### src/gbts_pkg.sv
package gbts_pkg;

    localparam logic [7:0] NEWLINE = 8'd10;

    typedef enum logic [2:0] {
        OP_INSERT = 3'd0,
        OP_DELETE = 3'd1,
        OP_LEFT   = 3'd2,
        OP_RIGHT  = 3'd3,
        OP_READ   = 3'd4
    } op_t;

    typedef enum logic [1:0] {
        ST_DONE    = 2'd0,
        ST_IGNORED = 2'd1,
        ST_FULL    = 2'd2
    } status_t;

    typedef enum logic [2:0] {
        S_IDLE,
        S_MV_RD,
        S_MV_WR,
        S_RC_RUN,
        S_RD_WAIT,
        S_FINISH
    } state_t;

    typedef struct packed {
        logic [7:0]  read_char;
        logic [12:0] text_length;
        logic [12:0] cursor_col;
        logic [12:0] cursor_line;
        logic [12:0] cursor_pos;
        status_t     status;
    } result_t;

endpackage

### src/gbts_ctrl.sv
module gbts_ctrl
    import gbts_pkg::*;
#(
    parameter int CAPACITY = 4096,
    parameter int AW       = 12,
    parameter int PW       = 13
)
(
    input  logic          clk,
    input  logic          rst_n,
    input  logic          in_valid,
    output logic          in_ready,
    input  logic [2:0]    op,
    input  logic [7:0]    ch,
    input  logic [11:0]   read_pos,
    output logic          res_valid,
    input  logic          res_ready,
    output result_t       res,
    output logic          mem_rd_en,
    output logic [AW-1:0] mem_rd_addr,
    input  logic [7:0]    mem_rd_data,
    output logic          mem_wr_en,
    output logic [AW-1:0] mem_wr_addr,
    output logic [7:0]    mem_wr_data
);

    state_t        state_reg, state_next;
    op_t           op_reg, op_next;
    logic [7:0]    ch_reg, ch_next;
    logic [PW-1:0] gf_reg, gf_next;
    logic [PW-1:0] gpe_reg, gpe_next;
    logic [PW-1:0] cur_reg, cur_next;
    logic [PW-1:0] line_reg, line_next;
    logic [PW-1:0] col_reg, col_next;
    logic [PW-1:0] idx_reg, idx_next;
    logic          rvld_reg, rvld_next;
    logic          dir_reg, dir_next;
    status_t       status_reg, status_next;
    logic [7:0]    rchar_reg, rchar_next;
    logic [PW-1:0] len;

    function automatic logic [AW-1:0] phys_of(input logic [PW-1:0] p,
                                              input logic [PW-1:0] gf,
                                              input logic [PW-1:0] gpe);
        logic [PW-1:0] a;
        begin
            a = (p < gf) ? p : PW'(gpe + (p - gf));
            return a[AW-1:0];
        end
    endfunction

    assign len = PW'(CAPACITY) - (gpe_reg - gf_reg);

    always_ff @(posedge clk or negedge rst_n)
    begin
        if (!rst_n)
        begin
            state_reg <= S_IDLE;
            gf_reg    <= '0;
            gpe_reg   <= PW'(CAPACITY);
            cur_reg   <= '0;
            line_reg  <= '0;
            col_reg   <= '0;
            idx_reg   <= '0;
            rvld_reg  <= 1'b0;
        end
        else
        begin
            state_reg <= state_next;
            gf_reg    <= gf_next;
            gpe_reg   <= gpe_next;
            cur_reg   <= cur_next;
            line_reg  <= line_next;
            col_reg   <= col_next;
            idx_reg   <= idx_next;
            rvld_reg  <= rvld_next;
        end
    end

    always_ff @(posedge clk)
    begin
        op_reg     <= op_next;
        ch_reg     <= ch_next;
        dir_reg    <= dir_next;
        status_reg <= status_next;
        rchar_reg  <= rchar_next;
    end

    always_comb
    begin
        state_next  = state_reg;
        op_next     = op_reg;
        ch_next     = ch_reg;
        gf_next     = gf_reg;
        gpe_next    = gpe_reg;
        cur_next    = cur_reg;
        line_next   = line_reg;
        col_next    = col_reg;
        idx_next    = idx_reg;
        rvld_next   = rvld_reg;
        dir_next    = dir_reg;
        status_next = status_reg;
        rchar_next  = rchar_reg;
        in_ready    = 1'b0;
        res_valid   = 1'b0;
        mem_rd_en   = 1'b0;
        mem_rd_addr = '0;
        mem_wr_en   = 1'b0;
        mem_wr_addr = '0;
        mem_wr_data = '0;

        unique case (state_reg)
            S_IDLE:
            begin
                in_ready = 1'b1;
                if (in_valid)
                begin
                    op_next     = op_t'(op);
                    ch_next     = ch;
                    status_next = ST_DONE;
                    rchar_next  = '0;
                    state_next  = S_FINISH;
                    idx_next    = '0;
                    rvld_next   = 1'b0;
                    unique case (op_t'(op))
                        OP_INSERT:
                        begin
                            if (gf_reg == gpe_reg)
                                status_next = ST_FULL;
                            else
                                state_next = S_MV_RD;
                        end
                        OP_DELETE:
                        begin
                            if (cur_reg == '0)
                                status_next = ST_IGNORED;
                            else
                                state_next = S_MV_RD;
                        end
                        OP_LEFT:
                        begin
                            if (cur_reg == '0)
                                status_next = ST_IGNORED;
                            else
                            begin
                                cur_next   = cur_reg - 1'b1;
                                line_next  = '0;
                                col_next   = '0;
                                state_next = S_RC_RUN;
                            end
                        end
                        OP_RIGHT:
                        begin
                            if (cur_reg >= len)
                                status_next = ST_IGNORED;
                            else
                            begin
                                cur_next   = cur_reg + 1'b1;
                                line_next  = '0;
                                col_next   = '0;
                                state_next = S_RC_RUN;
                            end
                        end
                        OP_READ:
                        begin
                            if (32'(read_pos) >= 32'(len))
                                status_next = ST_IGNORED;
                            else
                            begin
                                mem_rd_en   = 1'b1;
                                mem_rd_addr = phys_of(PW'(read_pos), gf_reg, gpe_reg);
                                state_next  = S_RD_WAIT;
                            end
                        end
                        default:
                        begin
                            status_next = ST_IGNORED;
                        end
                    endcase
                end
            end

            S_MV_RD:
            begin
                // One byte crosses the gap per read/write pair.
                if (cur_reg < gf_reg)
                begin
                    mem_rd_en   = 1'b1;
                    mem_rd_addr = AW'(gf_reg - 1'b1);
                    dir_next    = 1'b0;
                    state_next  = S_MV_WR;
                end
                else if (cur_reg > gf_reg)
                begin
                    mem_rd_en   = 1'b1;
                    mem_rd_addr = AW'(gpe_reg);
                    dir_next    = 1'b1;
                    state_next  = S_MV_WR;
                end
                else if (op_reg == OP_INSERT)
                begin
                    mem_wr_en   = 1'b1;
                    mem_wr_addr = AW'(gf_reg);
                    mem_wr_data = ch_reg;
                    gf_next     = gf_reg + 1'b1;
                    cur_next    = cur_reg + 1'b1;
                    if (ch_reg == NEWLINE)
                    begin
                        line_next = line_reg + 1'b1;
                        col_next  = '0;
                    end
                    else
                    begin
                        col_next = col_reg + 1'b1;
                    end
                    state_next = S_FINISH;
                end
                else
                begin
                    gf_next    = gf_reg - 1'b1;
                    cur_next   = cur_reg - 1'b1;
                    line_next  = '0;
                    col_next   = '0;
                    state_next = S_RC_RUN;
                end
            end

            S_MV_WR:
            begin
                mem_wr_en   = 1'b1;
                mem_wr_data = mem_rd_data;
                if (!dir_reg)
                begin
                    mem_wr_addr = AW'(gpe_reg - 1'b1);
                    gf_next     = gf_reg - 1'b1;
                    gpe_next    = gpe_reg - 1'b1;
                end
                else
                begin
                    mem_wr_addr = AW'(gf_reg);
                    gf_next     = gf_reg + 1'b1;
                    gpe_next    = gpe_reg + 1'b1;
                end
                state_next = S_MV_RD;
            end

            S_RC_RUN:
            begin
                // Reads are issued one per cycle; the data of the previous
                // read is counted in the same cycle.
                if (rvld_reg)
                begin
                    if (mem_rd_data == NEWLINE)
                    begin
                        line_next = line_reg + 1'b1;
                        col_next  = '0;
                    end
                    else
                    begin
                        col_next = col_reg + 1'b1;
                    end
                end
                if (idx_reg < cur_reg)
                begin
                    mem_rd_en   = 1'b1;
                    mem_rd_addr = phys_of(idx_reg, gf_reg, gpe_reg);
                    idx_next    = idx_reg + 1'b1;
                    rvld_next   = 1'b1;
                end
                else
                begin
                    rvld_next = 1'b0;
                    if (!rvld_reg)
                        state_next = S_FINISH;
                end
            end

            S_RD_WAIT:
            begin
                rchar_next = mem_rd_data;
                state_next = S_FINISH;
            end

            S_FINISH:
            begin
                res_valid = 1'b1;
                if (res_ready)
                    state_next = S_IDLE;
            end

            default:
            begin
                state_next = S_IDLE;
            end
        endcase
    end

    assign res.status      = status_reg;
    assign res.cursor_pos  = 13'(cur_reg);
    assign res.cursor_line = 13'(line_reg);
    assign res.cursor_col  = 13'(col_reg);
    assign res.text_length = 13'(len);
    assign res.read_char   = rchar_reg;

endmodule

### config.mk
export PLATFORM = sky130hd
export DESIGN_NAME = gbts_ctrl
export DESIGN_NICKNAME = d
export VERILOG_FILES = /design/src/gbts_pkg.sv /design/src/gbts_ctrl.sv
export SDC_FILE = /design/constraint.sdc
export NUM_CORES = 1
export LEC_CHECK = 0
export ABC_AREA = 1
export BUFFER_PORTS_ARGS = -buffer_cell sky130_fd_sc_hd__buf_4
export CAP_MARGIN = 10
export CORE_MARGIN = 4
export CORE_UTILIZATION = 30
export CTS_CLUSTER_SIZE = 16
export DETAILED_ROUTE_END_ITERATION = 10
export PLACE_DENSITY = 0.46
export SYNTH_ARGS = -nofsm -noshare
export SYNTH_HDL_FRONTEND = slang
export SYNTH_SLANG_ARGS = --single-unit
### constraint.sdc
create_clock -name clk -period 7.45 [get_ports clk]
set_input_delay 1.49 -clock clk [delete_from_list [all_inputs] [get_ports clk]]
set_output_delay 1.49 -clock clk [all_outputs]
set_load 0.02 [all_outputs]
# Yosys cells after proc, flatten, opt, wreduce, memory -nomap -nowiden
# Index checks and enable logic that the tools add are counted.
[word_totals] reg_bits=104 word_cells=171
[op_classes] mux=90 magnitude_cmp=7 add_sub_neg=15 eq_ne=25 n_reduce_logical=21
[op_table] op="$mux W13" count=28
[op_table] op="$mux W12" count=12
[op_table] op="$pmux W13 S2" count=5
[op_table] op="$add A13 B1 Y13 const B" count=6
[op_table] op="$pmux W13 S3" count=2
[op_table] op="$lt A13 B13 Y1" count=3
[op_table] op="$sub A13 B1 Y13 const B" count=3
[op_table] op="$pmux W12 S3" count=1
[op_table] op="$mux W3" count=11
[op_table] op="$mux W8" count=4
[op_table] op="$pmux W8 S2" count=2
[op_table] op="$add A12 B12 Y12" count=2
[op_table] op="$pmux W12 S2" count=1
[op_table] op="$sub A12 B12 Y12" count=2
[op_table] op="$ne A2 B2 Y1 const B" count=9
[op_table] op="$pmux W3 S6" count=1
[op_table] op="$mux W1" count=17
[op_table] op="$eq A8 B4 Y1 const B" count=2
[op_table] op="$pmux W3 S5" count=1
[op_table] op="$eq A13 B13 Y1" count=1
[op_table] op="$ge A12 B13 Y1" count=1
[op_table] op="$ge A13 B13 Y1" count=1
[op_table] op="$gt A13 B13 Y1" count=1
[op_table] op="$logic_not A13 Y1" count=1
[op_table] op="22 further kinds" count=41

# Longest topological paths before layout
# Gate-level depths: netlist of run 1.
[depth] ltp_word=7 ltp_mapped=27 mapped_depth_nobuf=26

# Worst setup path before layout of run 1
# OpenSTA, ideal clock, no wires.
[synth_timing] kind="input port to output port" from="in read_pos[2]" to="out mem_rd_addr[11]" t_arrival_ns=3.725 required_ns=5.960 setup_slack_ns=2.235 cell_stages=13 n_path_buf=0 path_cell_list="inv_1 > fa_1 > inv_1 > ha_1 > a21oi_1 > nand2_1 > a21oi_1 > o21ai_0 > a21oi_1 > o21bai_1 > o21ai_0 > a21oi_1 > o21bai_1"
[synth_via] elab_chain_len=7 elab_cells_between_ends=9 classes_between="add/sub (2); order compare (2); mux (5)"
[synth_lines] item="from (decl)" line="gbts_ctrl.sv:15" text="input logic [11:0] read_pos,"
[synth_lines] item="$sub A12 B12 Y12" line="gbts_ctrl.sv:47" text="a = (p < gf) ? p : PW'(gpe + (p - gf));"
[synth_lines] item="$add A12 B12 Y12" line="gbts_ctrl.sv:47"
[synth_lines] item="$mux W12" line="gbts_ctrl.sv:47"
[synth_lines] item="$mux W12 *" line="gbts_ctrl.sv:166" text="if (32'(read_pos) >= 32'(len))"
[synth_lines] item="$mux W12 *" line="gbts_ctrl.sv:125" text="unique case (op_t'(op))"
[synth_lines] item="$mux W12 *" line="gbts_ctrl.sv:116" text="if (in_valid)"
[synth_lines] item="$pmux W12 S3 *" line="gbts_ctrl.sv:112" text="unique case (state_reg)"
[synth_lines] item="to (decl)" line="gbts_ctrl.sv:20" text="output logic [AW-1:0] mem_rd_addr,"
# Every way passes the cells marked *; elsewhere a longest branch is shown, timed or not.

# Worst setup path in the final report of run 1
[layout_timing] from="reg gf_reg[2]" to="out mem_rd_addr[2]"
[layout_via] elab_chain_len=7 elab_cells_between_ends=21 classes_between="add/sub (7); order compare (5); mux (9)"
[layout_lines] item="from (decl)" line="gbts_ctrl.sv:30" text="logic [PW-1:0] gf_reg, gf_next;"
[layout_lines] item="from (signal assigned)" line="gbts_ctrl.sv:70" text="gf_reg <= gf_next;"
[layout_lines] item="$sub A13 B13 Y13 / $sub A12 B12 Y12 (equally long branches)" line="gbts_ctrl.sv:52, gbts_ctrl.sv:47"
[layout_lines] item="$sub A13 B13 Y13 / $add A12 B12 Y12 (equally long branches)" line="gbts_ctrl.sv:52, gbts_ctrl.sv:47"
[layout_lines] item="$ge A12 B13 Y1 / $mux W12 (equally long branches)" line="gbts_ctrl.sv:166, gbts_ctrl.sv:47"
[layout_lines] item="$mux W12" line="gbts_ctrl.sv:166"
[layout_lines] item="$mux W12" line="gbts_ctrl.sv:125"
[layout_lines] item="$mux W12" line="gbts_ctrl.sv:116"
[layout_lines] item="$pmux W12 S3 *" line="gbts_ctrl.sv:112"
# Marked as above.

==> results.toml, run 1 <==
[sta]
fin_skew_ns = 0.01826
finalSetupViolCount = 0
finalHoldViolCount = 0
period_share = 0.9125
tns_ns = 0
finalCriticalPeriod_ns = 6.798
rsz0062_at_grt = "no"
clock.fmax_mhz = 147.1
slew_headroom = 0.3812
tightest_slew_ns = 0.9281
slew_viol_final = 0

[floorplanning]
start_util = 0.3058
ios = 133
die_y_um = 201.6
die_area_um2 = 40660
dieWidth_um = 201.6
fp.coreArea_um2 = 36790
rows = 70

[power]
powerDensity_nw_per_um2 = 94.23
ir_worst_vdd_mv = 0.09398
total_power_mw = 1.225
p_leak_nw = 6.394

[critical_path]
worstReg2RegStart = "gf_reg[2]"
worstPathArrival_ns = 5.31
r2r_cells = 23
cp.required_ns = 5.96
reg2reg_to = "line_reg[1]"
critical_path_class = "flip-flop to output pin"
reg2reg_slack_ns = 2.71
cp-end-kind = "output pin"
worst-path-max-fanout = 10
startpoint_type = "flip-flop"

[clock_tree]
clk_pin_slew_ns = 0.08
cts-root-buf = "clkbuf_16"
clock_latency_ns = 0.37
cts_hold_buffers = 0
cts_tree = "yes"
numCtsBuffers = 9
cts_sinks = 104
cts_setup_buffers = 0
cts_resized = 0
cts-htree-levels = 3
cts_buffer_depth = 2

[global_route]
grt_max_degree = 62
grt_pass1_vias = 10840
track_usage = 0.2067
grt_first_pass_wirelength_um = 65310
grt-ovfl-total = 0
antenna_found_initial = 0

[worst_hold_path]
min_path_cells = 1
holdPathEnd = "gpe_reg[12]"
hp-class = "flip-flop to flip-flop"
hp-start = "gpe_reg[12]"

[job]
max-cap-violations = 0

[outcome]
run_status = "complete, no violations"

[logic_synthesis]
synth-main-ff-cell = "dfrtp_1"
postSynthCellCount = 1557
yosysSeqAreaShare = 0.2413
synthArstFlopShare = 0.7885
ys_warn_count = 0
ys_ff_latch = 104
syn_nets = 1749
synth_cell_type_count = 56
synth_edf_count = 22
synth_area_um2 = 11250
syn_area_per_cell_um2 = 7.224

[route]
post-route-drc-count = 0
antenna_left = 0
routedWlPerCell_um = 20.15
vias = 11200
via_per_inst = 5.210
drt_iter0_markers = 823
wirelength_um = 43330
dr.pass1.iters = 6

[layout]
syn_to_final_growth_pct = 15.61
drive_above_1_share = 0.1415
finalNonFillerCells = 2150
diodes = 0
fin_nets = 1869

[placed_design]
portBuffers = 132
gp_congestion = 0.8925
dpl.hpwl_um = 34820
numPlacedInstances = 2134
how the worst max path moves through the flow:
stage,from,endpoint,slack [ns],depth (start not counted)
3_3_place_gp,gf_reg[2],mem_rd_addr[2],1.12,22
3_5_place_dp,gf_reg[2],mem_rd_addr[2],1.12,22
2_1_floorplan,read_pos[2],mem_rd_addr[11],2.23,13
5_1_grt,gf_reg[2],mem_rd_addr[2],0.41,22
4_1_cts,gf_reg[2],mem_rd_addr[2],0.71,22
6_report,gf_reg[2],mem_rd_addr[2],0.65,22
power breakdown:
group | internal, mW | switching [mW] | total, mW
logic | 0.0438 | 0.0730 | 0.117
clock network | 0.266 | 0.257 | 0.523
registers | 0.581 | 0.00441 | 0.585
final cells by class:
class	count	area [µm²]
multi-input cells	1168	7407
repair buffers	137	1028
flip-flops and latches	104	2714
clock inverters	7	78.83
clock buffers	9	225.2
inverters	257	964.7
fillers	3980	23780
well taps	468	585.6
per-stage QoR:
stage	setup WS [ns]	instance area (µm²)	hold WS, ns	utilization
global placement	1.118	12700	0.4945	0.3452
global route	0.4126	13000	0.5126	0.3535
floorplan	2.235	11250	0.4776	-
CTS	0.7060	13000	0.5114	0.3535
finish	0.6521	13000	0.5107	0.3535
detailed placement	1.124	12700	0.4979	0.3452
cells in the mapped netlist (22+ instances only):
| cell type | instances | area [µm²] |
|---|---|---|
| nor2_1 | 121 | 454.2 |
| nand4_1 | 31 | 193.9 |
| nor3_1 | 42 | 210.2 |
| fa_1 | 23 | 460.4 |
| inv_1 | 242 | 908.4 |
| xor2_1 | 42 | 367.9 |
| dfrtp_1 | 81 | 2027 |
| o21ai_2 | 26 | 227.7 |
| nand3_1 | 109 | 545.5 |
| a21oi_1 | 88 | 440.4 |
| ha_1 | 134 | 1677 |
| edfxtp_1 | 22 | 660.6 |
| o21ai_0 | 86 | 430.4 |
| nand2_1 | 297 | 1115 |
critical path, stage by stage (launching register included):
cell,delay (ns)
dfrtp_1,0.67
inv_1,0.33
ha_1,0.44
ha_1,0.30
nand3_1,0.07
nand3_1,0.18
nand3_2,0.10
nand2_2,0.11
nand3_1,0.08
nand2_1,0.08
xor2_1,0.36
ha_1,0.33
nand2_1,0.09
a21oi_1,0.04
nand3b_1,0.20
a21oi_1,0.25
o21bai_1,0.13
nand2_1,0.16
nand2_2,0.12
nor2_4,0.40
nand3_1,0.23
nand2_1,0.11
buf_4,0.14
metal layers:
layer	part of all wire	routed length, µm	global-route usage	vias to the layer above
met2	0.45	19500	0.3331	393
met4	0.023	1012	0.05200	0
li1	-	-	-	5432
met3	0.062	2700	0.02853	57
met5	0	0	0	-
met1	0.46	20110	0.2929	5320
cells by family (layout without fill, tap and decap cells):
| logic type | after synthesis | after routing | share of synthesized area |
|---|---|---|---|
| multiplexers | 1 | 1 | 0.0008899 |
| flip-flops | 104 | 104 | 0.2413 |
| buffers and inverters | 285 | 410 | 0.1002 |
| AO/OA/AOI/OAI | 287 | 287 | 0.1542 |
| XOR/XNOR | 59 | 59 | 0.04594 |
| AND/OR/NAND/NOR | 664 | 664 | 0.2675 |
| adder cells (fa/ha/maj) | 157 | 157 | 0.1900 |
layout by cell type (no fill, tap or decap), types with 3 or more instances in the layout:
master / count
nand3_1: 109
clkinv_1: 5
nor2_2: 3
nor4_1: 8
inv_2: 10
a211oi_1: 7
nand3_2: 4
buf_4: 137
o21ai_0: 86
nor3_1: 42
nand2_1: 297
o221ai_1: 6
o31ai_1: 13
a21oi_1: 88
nand2_2: 20
inv_1: 242
o21ai_1: 4
a31oi_1: 4
nand4_1: 31
or2_2: 9
fa_1: 23
nor2_1: 121
nor2_4: 5
dfrtp_1: 81
o211ai_1: 14
ha_1: 134
xor2_1: 42
edfxtp_1: 22
nand3b_1: 6
o22ai_1: 15
clkbuf_16: 9
o21bai_1: 10
o21ai_2: 26
xnor2_1: 17
Power figures use the tool's default switching activity.
==> run 2: changes to the inputs <==
--- a/config.mk
+++ b/config.mk
@@ -8,6 +8,7 @@
 export ABC_AREA = 1
 export BUFFER_PORTS_ARGS = -buffer_cell sky130_fd_sc_hd__buf_4
 export CAP_MARGIN = 10
+export CORE_ASPECT_RATIO = 1.2
 export CORE_MARGIN = 4
 export CORE_UTILIZATION = 30
 export CTS_CLUSTER_SIZE = 16
==> results.toml, run 2 (synthesized netlist as in run 1, its figures left out) <==
[route]
vias = 11050
post-route-drc-count = 0
via_per_inst = 5.119
routedWlPerCell_um = 19.79
top_layer_used = "met4"
dr_wl_met2_um = 20600
wl_met3_um = 2185
antenna_left = 0
drt_iter0_markers = 734
drt-met1-wl_um = 18870
dr.pass1.iters = 5
wirelength_um = 42720

[floorplanning]
die_area_um2 = 40670
ios = 133
die_y_um = 220.1
dieWidth_um = 184.8
fp.coreArea_um2 = 36900
rows = 77
start_util = 0.3048

[power]
ir_worst_vdd_mv = 0.08733
powerDensity_nw_per_um2 = 94.08
p_leak_nw = 6.398

[critical_path]
critical_path_class = "flip-flop to output pin"
slowest_stage = "dfrtp_1"
cp.required_ns = 5.96
worstPathArrival_ns = 5.15
reg2reg_to = "col_reg[2]"
crit_cells = 22
worstReg2RegStart = "gf_reg[3]"
cp_num_buf_inv = 2
cpPeakStageDelay_ns = 0.61
reg2reg_slack_ns = 2.63
worst-path-max-fanout = 10
cp-end-kind = "output pin"
r2r_cells = 23
cpLargestDelayFamily = "simple AND/OR/NAND/NOR gates"
startpoint_type = "flip-flop"
path_cells = "inv_1 -> ha_1 -> ha_1 -> nand3_1 -> nand3_1 -> nand3_2 -> nand2_2 -> xnor2_1 -> ha_1 -> nand2_1 -> nor2_1 -> nand4_1 -> a21oi_1 -> nand3b_1 -> a21oi_1 -> o21bai_1 -> nand2_1 -> nand2_2 -> nor2_4 -> nand2_1 -> nand3_1 -> buf_4"

[worst_hold_path]
holdPathEnd = "col_reg[3]"
min_path_cells = 2
hp-class = "flip-flop to flip-flop"
hp-start = "col_reg[3]"

[job]
max-cap-violations = 0

[outcome]
run_status = "complete, no violations"

[clock_tree]
cts_tree = "yes"
numCtsBuffers = 9
cts_sinks = 104
clock_latency_ns = 0.37
cts-htree-levels = 3
cts-root-buf = "clkbuf_16"
cts_setup_buffers = 0
cts_hold_buffers = 0
cts_resized = 0
clk_pin_slew_ns = 0.08
cts_buffer_depth = 2

[global_route]
grt-ovfl-total = 0
grt_max_degree = 49
grt_first_pass_wirelength_um = 64770
grt_pass1_vias = 10910
antenna_found_initial = 0
track_usage = 0.2070

[sta]
finalCriticalPeriod_ns = 6.644
rsz0062_at_grt = "no"
clock.fmax_mhz = 150.5
period_share = 0.8918
tns_ns = 0
tightest_slew_ns = 0.8433
fin_skew_ns = 0.01549
slew_headroom = 0.4365
slew_viol_final = 0
finalSetupViolCount = 0
finalHoldViolCount = 0

[layout]
finalNonFillerCells = 2158
final_cell_mix = "297 x nand2_1, 242 x inv_1, 139 x buf_4, 134 x ha_1, 121 x nor2_1"
diodes = 0
final_common_cell = "nand2_1"
drive_above_1_share = 0.1425
n_fill_cell = 3996
syn_to_final_growth_pct = 15.90
fin_nets = 1871

[placed_design]
portBuffers = 132
gp_congestion = 0.9113
dpl.hpwl_um = 33980
numPlacedInstances = 2142
run 2: worst max-delay path by stage:
stage,to,startpoint
floorplan,mem_rd_addr[11],read_pos[2]
global placement,mem_rd_addr[2],gf_reg[3]
detailed placement,mem_rd_addr[2],gf_reg[3]
CTS,mem_rd_addr[2],gf_reg[3]
global route,mem_rd_addr[2],gf_reg[4]
finish,mem_rd_addr[8],gf_reg[3]
run 2: metrics by stage:
stage                 util  total power, mW  area (µm²)  worst slack [ns]  hold slack (ns)
CTS                 0.3533            1.245       13040            0.7971           0.5327
finish              0.3533            1.226       13040            0.8058           0.5254
global route        0.3533            1.281       13040            0.4349           0.5523
detailed placement  0.3448           0.7097       12720             1.217           0.5060
global placement    0.3448           0.7089       12720             1.264           0.5177
floorplan                -           0.6578       11250             2.235           0.4776
run 2: per-layer routing:
layer | vias to the layer above | global-route usage
li1 | 5440 | -
met1 | 5225 | 0.2699
met2 | 329 | 0.3577
met3 | 53 | 0.02823
met4 | 0 | 0.06021
met5 | - | 0
run 2: worst min-delay path: cells and delay by family, from the launching register on:
family	cells	cell delay, ns
flops	1	0.37
simple gates	1	0.07
compound gates	1	0.05
run 2: report_power, final:
| group | switching [mW] | total [mW] | internal, mW | leakage (nW) |
|---|---|---|---|---|
| Sequential | 0.00355 | 0.584 | 0.581 | 1.20 |
| Combinational | 0.0694 | 0.113 | 0.0437 | 5.05 |
| Clock | 0.261 | 0.529 | 0.268 | 0.143 |
run 2: area by class of cell:
class | instances | area, µm² | share of cell area
clock inverters | 7 | 88.84 | 0.006814
repair buffers | 139 | 1044 | 0.08005
flip-flops and latches | 104 | 2714 | 0.2082
well taps | 474 | 593.1 | 0.04549
clock buffers | 9 | 225.2 | 0.01728
multi-input cells | 1168 | 7407 | 0.5682
inverters | 257 | 964.7 | 0.07400
